===== config.mk =====
export PLATFORM = sky130hd
export DESIGN_NAME = byte_machine_instruction_executor
export DESIGN_NICKNAME = d
export VERILOG_FILES = /design/src/sv/bmie_pkg.sv /design/src/sv/bmie_dmem.sv /design/src/sv/bmie_rf.sv /design/src/sv/byte_machine_instruction_executor.sv
export SDC_FILE = /design/constraint.sdc
export NUM_CORES = 2
export LEC_CHECK = 0
export BUFFER_PORTS_ARGS = -buffer_cell sky130_fd_sc_hd__buf_2
export CAP_MARGIN = 20
export CORE_MARGIN = 5
export CORE_UTILIZATION = 28
export CTS_CLUSTER_SIZE = 8
export DETAILED_ROUTE_END_ITERATION = 7
export PLACE_DENSITY = 0.38
export SYNTH_ARGS = -nofsm -noshare
export SYNTH_HDL_FRONTEND = slang
export SYNTH_HIERARCHICAL = 1
export SYNTH_SLANG_ARGS = --single-unit

===== constraint.sdc =====
create_clock -name clk_i -period 16.9 [get_ports clk_i]
set_clock_uncertainty 0.2 [all_clocks]
set_input_delay 0.845 -clock clk_i [delete_from_list [all_inputs] [get_ports clk_i]]
set_output_delay 0.845 -clock clk_i [all_outputs]
set_load 0.01 [all_outputs]

===== src/sv/bmie_pkg.sv =====
// shared types, codes and constants of the byte machine instruction executor
package bmie_pkg;

  localparam int unsigned MemDepth  = 256;
  localparam int unsigned RegCount  = 16;
  localparam int unsigned MemAw     = $clog2(MemDepth);
  localparam int unsigned RegAw     = $clog2(RegCount);
  localparam int unsigned IdxW      = 9;
  localparam int unsigned InW       = 16;
  localparam int unsigned OutW      = 24;
  localparam int unsigned CfgW      = 9;

  // configuration register indexes
  localparam logic CFG_COPY_START = 1'b0;
  localparam logic CFG_PROG_LEN   = 1'b1;

  // fixed register numbers used by store-to-zero and the jumps
  localparam logic [RegAw-1:0] REG_R0 = RegAw'(0);
  localparam logic [RegAw-1:0] REG_R1 = RegAw'(1);

  // mini-float fields and saturation codes
  localparam logic [7:0] MF_SIGN    = 8'h80;
  localparam logic [7:0] MF_EXP     = 8'h70;
  localparam logic [7:0] MF_FRAC    = 8'h0F;
  localparam logic [7:0] MF_NEG_MAX = 8'hFF;
  localparam logic [7:0] MF_POS_MAX = 8'h7F;
  localparam logic [7:0] MF_ZERO    = 8'h00;

  typedef enum logic [3:0] {
    OP_LOAD_MEM = 4'h1,
    OP_LOAD_IMM = 4'h2,
    OP_STORE    = 4'h3,
    OP_MOVE     = 4'h4,
    OP_ADD      = 4'h5,
    OP_FADD     = 4'h6,
    OP_OR       = 4'h7,
    OP_AND      = 4'h8,
    OP_XOR      = 4'h9,
    OP_ROTR     = 4'hA,
    OP_JEQ      = 4'hB,
    OP_HALT     = 4'hC,
    OP_JGT      = 4'hD
  } op_e;

  typedef struct packed {
    logic             en;
    logic [MemAw-1:0] addr;
    logic [7:0]       data;
  } dm_wr_t;

  typedef struct packed {
    logic             en;
    logic [MemAw-1:0] addr;
  } dm_rd_t;

  typedef struct packed {
    logic             en;
    logic [RegAw-1:0] addr;
    logic [7:0]       data;
  } rf_wr_t;

  typedef struct packed {
    logic             en;
    logic [RegAw-1:0] addr_a;
    logic [RegAw-1:0] addr_b;
  } rf_rd_t;

endpackage


===== src/sv/bmie_dmem.sv =====
// 256-byte data memory with per-entry valid bits and a registered read port
module bmie_dmem import bmie_pkg::*; (
  input  logic       clk_i,
  input  logic       rst_ni,
  input  dm_wr_t     wr_i,
  input  dm_rd_t     rd_i,
  output logic [7:0] rdata_o
);

  logic [7:0]          mem [MemDepth];
  logic [MemDepth-1:0] vld_q;
  logic [7:0]          rdata_q;
  logic                rvld_q;

  always_ff @(posedge clk_i) begin
    if (wr_i.en) begin
      mem[wr_i.addr] <= wr_i.data;
    end
    if (rd_i.en) begin
      rdata_q <= mem[rd_i.addr];
    end
  end

  // entries never written read as zero
  always_ff @(posedge clk_i or negedge rst_ni) begin
    if (!rst_ni) begin
      vld_q  <= '0;
      rvld_q <= 1'b0;
    end else begin
      if (wr_i.en) begin
        vld_q[wr_i.addr] <= 1'b1;
      end
      if (rd_i.en) begin
        rvld_q <= vld_q[rd_i.addr];
      end
    end
  end

  assign rdata_o = rvld_q ? rdata_q : 8'h00;

endmodule


===== src/sv/bmie_rf.sv =====
// sixteen 8-bit registers, two registered read ports and one write port
module bmie_rf import bmie_pkg::*; (
  input  logic       clk_i,
  input  logic       rst_ni,
  input  rf_wr_t     wr_i,
  input  rf_rd_t     rd_i,
  output logic [7:0] rdata_a_o,
  output logic [7:0] rdata_b_o
);

  logic [7:0]          regs [RegCount];
  logic [RegCount-1:0] vld_q;
  logic [7:0]          rda_q, rdb_q;
  logic                rva_q, rvb_q;

  always_ff @(posedge clk_i) begin
    if (wr_i.en) begin
      regs[wr_i.addr] <= wr_i.data;
    end
    if (rd_i.en) begin
      rda_q <= regs[rd_i.addr_a];
      rdb_q <= regs[rd_i.addr_b];
    end
  end

  always_ff @(posedge clk_i or negedge rst_ni) begin
    if (!rst_ni) begin
      vld_q <= '0;
      rva_q <= 1'b0;
      rvb_q <= 1'b0;
    end else begin
      if (wr_i.en) begin
        vld_q[wr_i.addr] <= 1'b1;
      end
      if (rd_i.en) begin
        rva_q <= vld_q[rd_i.addr_a];
        rvb_q <= vld_q[rd_i.addr_b];
      end
    end
  end

  assign rdata_a_o = rva_q ? rda_q : 8'h00;
  assign rdata_b_o = rvb_q ? rdb_q : 8'h00;

endmodule


===== src/sv/byte_machine_instruction_executor.sv =====
// top level: instruction buffer, three-phase sequencer, register file and data memory
//
// Each accepted word is one 16-bit instruction. The executor copies its two bytes into the
// data memory at copy_start plus a wrapping offset, then runs it against sixteen 8-bit
// registers and writes one result word. An instruction passes through three sequencer phases
// (high copy byte, low copy byte, execute), set by the single write port of the data
// memory, which takes both copy bytes and any store; the execute phase waits while the
// output register is full. A one-word input buffer takes the next instruction while
// the current one executes, and the output register holds a finished result while the next
// instruction proceeds. Memory and registers read as zero after reset through valid bits,
// so no clearing pass is needed. The user must write configuration only while the block
// is idle; the block itself does not enforce this.
module byte_machine_instruction_executor import bmie_pkg::*; (
  input  logic            clk_i,
  input  logic            rst_ni,
  input  logic            s_axis_tvalid,
  output logic            s_axis_tready,
  input  logic [InW-1:0]  s_axis_tdata,   // [15:0] instr_word
  output logic            m_axis_tvalid,
  input  logic            m_axis_tready,
  // [8:0] next_index, [9] halted, [10] print_valid, [18:11] print_byte, [19] unknown_op
  output logic [OutW-1:0] m_axis_tdata,
  input  logic            cfg_we_i,
  input  logic            cfg_idx_i,
  input  logic [CfgW-1:0] cfg_data_i
);

  localparam logic [1:0] ST_IDLE    = 2'd0;
  localparam logic [1:0] ST_COPY_HI = 2'd1;
  localparam logic [1:0] ST_COPY_LO = 2'd2;
  localparam logic [1:0] ST_EXEC    = 2'd3;

  function automatic logic signed [13:0] mf_decode(logic [7:0] b);
    logic [11:0] mag;
    mag = 12'({1'b1, b[3:0]}) << b[6:4];
    return b[7] ? -$signed({2'b00, mag}) : $signed({2'b00, mag});
  endfunction

  function automatic logic [7:0] mf_encode(logic signed [13:0] v);
    logic        sign;
    logic [12:0] mag;
    logic [3:0]  p;
    logic [2:0]  ex;
    logic [12:0] sh;
    logic [7:0]  enc;
    sign = v[13];
    mag  = sign ? 13'(-v) : v[12:0];
    p    = '0;
    for (int i = 0; i < 13; i++) begin
      if (mag[i]) p = 4'(i);
    end
    ex = 3'(p - 4'd4);
    sh = mag >> ex;
    if (mag == '0 || p < 4'd4) begin
      enc = MF_ZERO;
    end else if (p > 4'd11) begin
      enc = sign ? MF_NEG_MAX : MF_POS_MAX;
    end else begin
      enc = (sign ? MF_SIGN : 8'h00) | ({1'b0, ex, 4'h0} & MF_EXP) | ({4'h0, sh[3:0]} & MF_FRAC);
    end
    return enc;
  endfunction

  // configuration and architectural pointers
  logic [MemAw-1:0] copy_start_q, copy_off_q;
  logic [IdxW-1:0]  prog_len_q, instr_idx_q;

  // input buffer and current instruction
  logic            ibuf_vld_q;
  logic [InW-1:0]  ibuf_q, cur_q;
  logic [1:0]      st_q, st_d;
  logic            out_free, exec_done, start;

  // per-instruction results captured in the low-copy phase
  logic [7:0]         res_q, res_d;
  logic signed [13:0] fsum_q, fsum_d;
  logic               fadd_q, fadd_d;
  logic               rwr_q, rwr_d;
  logic [RegAw-1:0]   rwa_q, rwa_d;
  logic               store_q, store_d;
  logic               pv_q, pv_d;
  logic [7:0]         pb_q, pb_d;
  logic               unk_q, unk_d;
  logic [IdxW-1:0]    next_q, next_d;

  // output register
  logic            out_vld_q;
  logic [IdxW-1:0] o_next_q;
  logic            o_halt_q, o_pv_q, o_unk_q;
  logic [7:0]      o_pb_q;

  op_e              op;
  logic [RegAw-1:0] f_r, f_x, f_y;
  logic [7:0]       xy, hi_b, lo_b, dm_rdata, ra, rb;
  logic [MemAw-1:0] base, base1;
  logic [15:0]      rot;
  dm_wr_t           dm_wr;
  dm_rd_t           dm_rd;
  rf_wr_t           rf_wr;
  rf_rd_t           rf_rd;

  assign op    = op_e'(cur_q[15:12]);
  assign f_r   = cur_q[11:8];
  assign f_x   = cur_q[7:4];
  assign f_y   = cur_q[3:0];
  assign xy    = cur_q[7:0];
  assign hi_b  = cur_q[15:8];
  assign lo_b  = cur_q[7:0];
  assign base  = copy_start_q + copy_off_q;
  assign base1 = base + MemAw'(1);

  assign out_free      = !out_vld_q || m_axis_tready;
  assign exec_done     = (st_q == ST_EXEC) && out_free;
  assign start         = ibuf_vld_q && ((st_q == ST_IDLE) || exec_done);
  assign s_axis_tready = !ibuf_vld_q;

  always_comb begin
    st_d = st_q;
    unique case (st_q)
      ST_IDLE:    if (start) st_d = ST_COPY_HI;
      ST_COPY_HI: st_d = ST_COPY_LO;
      ST_COPY_LO: st_d = ST_EXEC;
      ST_EXEC: begin
        if (exec_done) st_d = start ? ST_COPY_HI : ST_IDLE;
      end
      default:    st_d = ST_IDLE;
    endcase
  end

  always_ff @(posedge clk_i or negedge rst_ni) begin
    if (!rst_ni) begin
      st_q         <= ST_IDLE;
      ibuf_vld_q   <= 1'b0;
      out_vld_q    <= 1'b0;
      copy_start_q <= '0;
      prog_len_q   <= '0;
      copy_off_q   <= '0;
      instr_idx_q  <= '0;
    end else begin
      st_q <= st_d;
      if (s_axis_tvalid && s_axis_tready) begin
        ibuf_vld_q <= 1'b1;
      end else if (start) begin
        ibuf_vld_q <= 1'b0;
      end
      if (exec_done) begin
        out_vld_q   <= 1'b1;
        instr_idx_q <= next_q;
        copy_off_q  <= copy_off_q + MemAw'(2);
      end else if (m_axis_tready) begin
        out_vld_q <= 1'b0;
      end
      if (cfg_we_i) begin
        unique case (cfg_idx_i)
          CFG_COPY_START: copy_start_q <= cfg_data_i[MemAw-1:0];
          CFG_PROG_LEN:   prog_len_q   <= cfg_data_i;
          default:        ;
        endcase
      end
    end
  end

  always_ff @(posedge clk_i) begin
    if (s_axis_tvalid && s_axis_tready) ibuf_q <= s_axis_tdata;
    if (start) cur_q <= ibuf_q;
    if (st_q == ST_COPY_LO) begin
      res_q   <= res_d;
      fsum_q  <= fsum_d;
      fadd_q  <= fadd_d;
      rwr_q   <= rwr_d;
      rwa_q   <= rwa_d;
      store_q <= store_d;
      pv_q    <= pv_d;
      pb_q    <= pb_d;
      unk_q   <= unk_d;
      next_q  <= next_d;
    end
    if (exec_done) begin
      o_next_q <= next_q;
      o_halt_q <= (next_q >= prog_len_q);
      o_pv_q   <= pv_q;
      o_pb_q   <= pb_q;
      o_unk_q  <= unk_q;
    end
  end

  // register reads in the high-copy phase
  always_comb begin
    rf_rd.en     = (st_q == ST_COPY_HI);
    rf_rd.addr_a = f_r;
    rf_rd.addr_b = REG_R0;
    case (op) inside
      OP_MOVE, OP_ADD, OP_FADD, OP_OR, OP_AND, OP_XOR: rf_rd.addr_a = f_x;
      OP_STORE: if (xy == 8'h00) rf_rd.addr_a = REG_R1;
      default: ;
    endcase
    case (op) inside
      OP_ADD, OP_FADD, OP_OR, OP_AND, OP_XOR: rf_rd.addr_b = f_y;
      default: ;
    endcase
  end

  // data memory port: two copy bytes, then the store
  always_comb begin
    dm_rd.en   = (st_q == ST_COPY_HI);
    dm_rd.addr = xy;
    dm_wr.en   = 1'b0;
    dm_wr.addr = base;
    dm_wr.data = hi_b;
    unique case (st_q)
      ST_COPY_HI: dm_wr.en = 1'b1;
      ST_COPY_LO: begin
        dm_wr.en   = 1'b1;
        dm_wr.addr = base1;
        dm_wr.data = lo_b;
      end
      ST_EXEC: begin
        dm_wr.en   = exec_done && store_q;
        dm_wr.addr = xy;
        dm_wr.data = res_q;
      end
      default: ;
    endcase
  end

  always_comb begin
    rf_wr.en   = exec_done && rwr_q;
    rf_wr.addr = rwa_q;
    rf_wr.data = fadd_q ? mf_encode(fsum_q) : res_q;
  end

  assign rot = {ra, ra} >> xy[2:0];

  // operate in the low-copy phase
  always_comb begin
    res_d   = ra;
    fsum_d  = mf_decode(ra) + mf_decode(rb);
    fadd_d  = 1'b0;
    rwr_d   = 1'b0;
    rwa_d   = f_r;
    store_d = 1'b0;
    pv_d    = 1'b0;
    pb_d    = 8'h00;
    unk_d   = 1'b0;
    next_d  = instr_idx_q + IdxW'(1);
    case (op)
      OP_LOAD_MEM: begin
        rwr_d = 1'b1;
        // copy bytes written this instruction are not yet visible to the read
        if (xy == base)       res_d = hi_b;
        else if (xy == base1) res_d = lo_b;
        else                  res_d = dm_rdata;
      end
      OP_LOAD_IMM: begin
        rwr_d = 1'b1;
        res_d = xy;
      end
      OP_STORE: begin
        store_d = 1'b1;
        if (xy == 8'h00) begin
          pv_d = 1'b1;
          pb_d = ra;
        end
      end
      OP_MOVE: begin
        rwr_d = 1'b1;
        rwa_d = f_y;
      end
      OP_ADD: begin
        rwr_d = 1'b1;
        res_d = ra + rb;
      end
      OP_FADD: begin
        rwr_d  = 1'b1;
        fadd_d = 1'b1;
      end
      OP_OR: begin
        rwr_d = 1'b1;
        res_d = ra | rb;
      end
      OP_AND: begin
        rwr_d = 1'b1;
        res_d = ra & rb;
      end
      OP_XOR: begin
        rwr_d = 1'b1;
        res_d = ra ^ rb;
      end
      OP_ROTR: begin
        rwr_d = 1'b1;
        res_d = rot[7:0];
      end
      OP_JEQ:  if (ra == rb) next_d = IdxW'(xy);
      OP_HALT: next_d = prog_len_q;
      OP_JGT:  if ($signed(ra) > $signed(rb)) next_d = IdxW'(xy);
      default: unk_d = 1'b1;
    endcase
  end

  bmie_rf u_rf (
    .clk_i     (clk_i),
    .rst_ni    (rst_ni),
    .wr_i      (rf_wr),
    .rd_i      (rf_rd),
    .rdata_a_o (ra),
    .rdata_b_o (rb)
  );

  bmie_dmem u_dmem (
    .clk_i   (clk_i),
    .rst_ni  (rst_ni),
    .wr_i    (dm_wr),
    .rd_i    (dm_rd),
    .rdata_o (dm_rdata)
  );

  assign m_axis_tvalid = out_vld_q;
  assign m_axis_tdata  = {4'h0, o_unk_q, o_pb_q, o_pv_q, o_halt_q, o_next_q};

  a_phase_hi: assert property (@(posedge clk_i) disable iff (!rst_ni)
    st_q == ST_COPY_HI |=> st_q == ST_COPY_LO)
    else $error("high copy phase not followed by low copy phase");

  a_phase_lo: assert property (@(posedge clk_i) disable iff (!rst_ni)
    st_q == ST_COPY_LO |=> st_q == ST_EXEC)
    else $error("low copy phase not followed by execute");

  a_result: assert property (@(posedge clk_i) disable iff (!rst_ni)
    exec_done |=> m_axis_tvalid)
    else $error("executed instruction gave no result word");

  a_off_even: assert property (@(posedge clk_i) disable iff (!rst_ni)
    copy_off_q[0] == 1'b0)
    else $error("copy offset lost its alignment");

  a_print: assert property (@(posedge clk_i) disable iff (!rst_ni)
    m_axis_tvalid && !o_pv_q |-> o_pb_q == 8'h00)
    else $error("print byte set without a print");

endmodule

==> results.md <==
* Met2 WL at 159000 um
* CTS tree: yes
* Post-synth top flop: edfxtp_1
* Post-route ant nets at 0
* Worst Max-Slew Pin Slew at 1.39 ns
* Root buffer cell: clkbuf_16
* Worst setup SP type: flop
* Mapped Area at 107000 um^2
* Count of final max-slew check failures at 0
* Outcome: complete, no violations
* Clock slew seen by the registers of the worst setup and hold paths at 0.06 ns
* Clock latency at the later pin of the worst-skew pair at 0.94 ns
* Largest stage delay, worst path at 0.79 ns
* H-tree lvl count at 5
* DIE HEIGHT at 628 um
* Max Root-Sink Buffers at 4
* R2r setup slk at 10.24 ns
* Dpl cells at 10709
* Synth Instances at 5766
* DR vias at 56988
* WL met3 at 15200 um
* Reg2reg start: cur_q[0]$_DFFE_PP_
* Post-route insts no fill at 11421
* Final worst path period share at 39.4%
* Cell area after layout at 125000 um^2
* # clock sinks at 2612
* 1st-iter DRT viols at 4890
* Critical Path Most Common Cell: buf_4
* Hpwl dp at 204000 um
* Avg Inst Size Synth at 18.5 um^2
* Overall routing resource usage at 16.8%
* Netlist cell types at 82
* Final worst-path setup slack at 10.24 ns
* Hold_ws at 0.127 ns
* CTS resizes at 0
* Yosys warnings at 6
* Top Family by Delay on Critical Path: buffers and inverters
* Synth-to-Final Area Change at 17.2%
* Worst reg2reg path depth at 11
* Hold Crit Start: cfg_idx_i
* WP buf/inv at 5
* GRT overflow at 0
* Number of remaining DRC errors at 0
* Placer Congestion at 0.772
* Layout cell share with drive strength beyond 1 at 26.1%
* Slowest CP cell: nor4_1
* DIE AREA at 394000 um^2
* Post-synthesis async set-or-reset flop share at 11.9%
* Crit path kind: reg2reg
* Largest net degree at the start of global routing at 194
* Post-CTS Setup Inserts at 0
* Worst setup startpoint: cur_q[0]$_DFFE_PP_
* Critical Path Sink: u_dmem/rdata_q[1]$_DFFE_PP_
* FF-to-FF End: u_dmem/rdata_q[1]$_DFFE_PP_
* Critical Path AT at 7.14 ns
* 1st-pass router iterations at 5
* Crit path capture type: flop
* Post-synthesis sequential area ratio at 72.0%
* Seq cells post-synth at 2612
* Via density at 4.99
* Commonest non-fill, non-tap cell in the layout: edfxtp_1
* Crit. path cell count at 11
* Commonest cells after routing, fill and taps aside: edfxtp_1 (2300), mux4_2 (608), clkbuf_16 (373), nor2_1 (323), dfrtp_1 (312)
* Lkg Pwr at 41.7 nW
* Nets at 6201
* RSZ-0062 raised after global routing: false
* Starting Density at 28.1%
* Die Width at 628 um
* Met1 wire length at 156000 um
* Std-Cell Rows at 226
* CTS Buf Count at 368
* Total of max-cap violations at 0
* Power per cell area at 189 nW/um^2
* Max transition margin at 6.42%
* Worst slack, placed at 9.88 ns
* Fmax at 0.150 GHz
* Min-Delay Path Class: in2reg
* Initial antenna violation count at 13
* CP Max Fanout at 69
* First-pass GRT wire length at 475000 um
* Vias in the first global route at 59346
* Routed len/inst at 29.5 um
* Post-synth EDFFs at 2300
* Critical-path cell list: buf_4 -> buf_12 -> buf_12 -> buf_4 -> buf_4 -> mux4_2 -> a22oi_1 -> a21oi_1 -> nor4_1 -> o22ai_1 -> or2_2
* Cell Area, Placed at 114000 um^2
* Post-layout util at 33.0%
* Final setup violation count at 0
* I/O pin total at 57
* Final min period at 6.66 ns
* IO Port Bufs at 52
* Post-CTS Hold Buffers at 26
* Tot Pwr at 23.6 mW
* Final hold violation count at 0
* Setup tns final at 0 ns
* Required @ worst endpoint at 17.38 ns
* Highest metal used: met4
* Peak supply drop at 0.000259 V
* Routed Wire Length at 337000 um
* Core Area at 379000 um^2
cell usage after synthesis (7+ instances only):
library cell  count  area (um^2)
a2111oi_0         8         70.1
a211o_1           7         61.3
a211oi_1         16          120
a21o_1           12         90.1
a21oi_1         191          956
a22oi_1         282         2120
a31oi_1          13         81.3
and2_1           41          257
and3_1            9         56.3
buf_1            47          176
buf_2            74          370
buf_4            10         75.1
buf_6            15          169
clkbuf_1        198          743
dfrtp_1         312         7810
edfxtp_1       2300        69100
ha_1             63          788
inv_1            66          248
mux2_2           19          214
mux2i_1          63          631
mux4_1           49         1290
mux4_2          608        13700
nand2_1         184          691
nand2b_1         25          156
nand3_1          52          260
nand3b_1          9         67.6
nand4_1          20          125
nor2_1          341         1280
nor2b_1          33          206
nor3_1           31          155
nor4_1           44          275
o211ai_1         10         75.1
o21ai_0          68          340
o21bai_1          8         60.1
o221ai_1         14          123
o22ai_1          27          169
o31ai_1          17          128
o41ai_1           7         61.3
or2_2           290         1810
xnor2_1          55          482
xor2_1           24          210
per-layer routing:
metal / up-vias / GRT usage, %
met5: - / 0
met4: 0 / 3.88
met3: 449 / 2.30
met2: 1419 / 27.0
met1: 31043 / 24.1
li1: 24077 / -
cells by family (layout without fill, tap and decap cells):
kind of cell / after synthesis / after routing / synth area share (%)
AO/OA/AOI/OAI: 738 / 738 / 4.69
XOR/XNOR: 84 / 84 / 0.754
adder cells (fa/ha/maj): 66 / 66 / 0.794
buffers and inverters: 415 / 1045 / 1.70
flip-flops: 2612 / 2612 / 72.0
multiplexers: 740 / 740 / 14.8
other: 1 / 10 / 0.00351
AND/OR/NAND/NOR: 1110 / 1110 / 5.24
area by class of cell:
class | count | area [um^2]
clock inverter | 22 | 340
sequential | 2612 | 76900
inverter | 70 | 263
clock buffer | 643 | 10400
timing repair buffer | 310 | 2510
fill | 36346 | 254000
multi-input combinational | 2742 | 28500
antenna | 6 | 15.0
tap | 5016 | 6280
sequential cells by signal (all words and copies together), names as in the netlist, 7 cells and up:
| register | flops |
|---|---|
| prog_len_q | 9 |
| cur_q | 16 |
| res_q | 8 |
| next_q | 9 |
| o_pb_q | 8 |
| u_rf/rda_q | 8 |
| u_dmem/mem | 2048 |
| u_dmem/vld_q | 256 |
| pb_q | 8 |
| fsum_q | 14 |
| ibuf_q | 16 |
| copy_off_q | 7 |
| o_next_q | 9 |
| u_dmem/rdata_q | 8 |
| instr_idx_q | 9 |
| u_rf/regs | 128 |
| u_rf/vld_q | 16 |
| u_rf/rdb_q | 8 |
| copy_start_q | 8 |
where the power goes:
| part | internal [mW] | switching (mW) | total (mW) |
|---|---|---|---|
| registers | 9.08 | 0.299 | 9.38 |
| logic | 2.19 | 5.11 | 7.30 |
| clock network | 4.15 | 2.80 | 6.95 |
| total | 15.4 | 8.21 | 23.6 |
tightest hold or removal path, delay by kind of cell:
kind	cells	cell delay, ns
buffers and inverters	1	0.11
AND/OR/NAND/NOR	3	0.26
how the worst min path moves through the flow:
stage	endpoint	slack, ns	cells after the start
4_1_cts	copy_start_q[5]$_DFFE_PN0P_	0.04	4
6_report	copy_start_q[5]$_DFFE_PN0P_	0.13	4
2_1_floorplan	cur_q[0]$_DFFE_PP_	0.20	0
5_1_grt	copy_start_q[5]$_DFFE_PN0P_	0.13	4
3_5_place_dp	o_unk_q$_DFFE_PP_	0.20	0
3_3_place_gp	o_pb_q[2]$_DFFE_PP_	0.20	0
(Power assumes the default switching activity.)
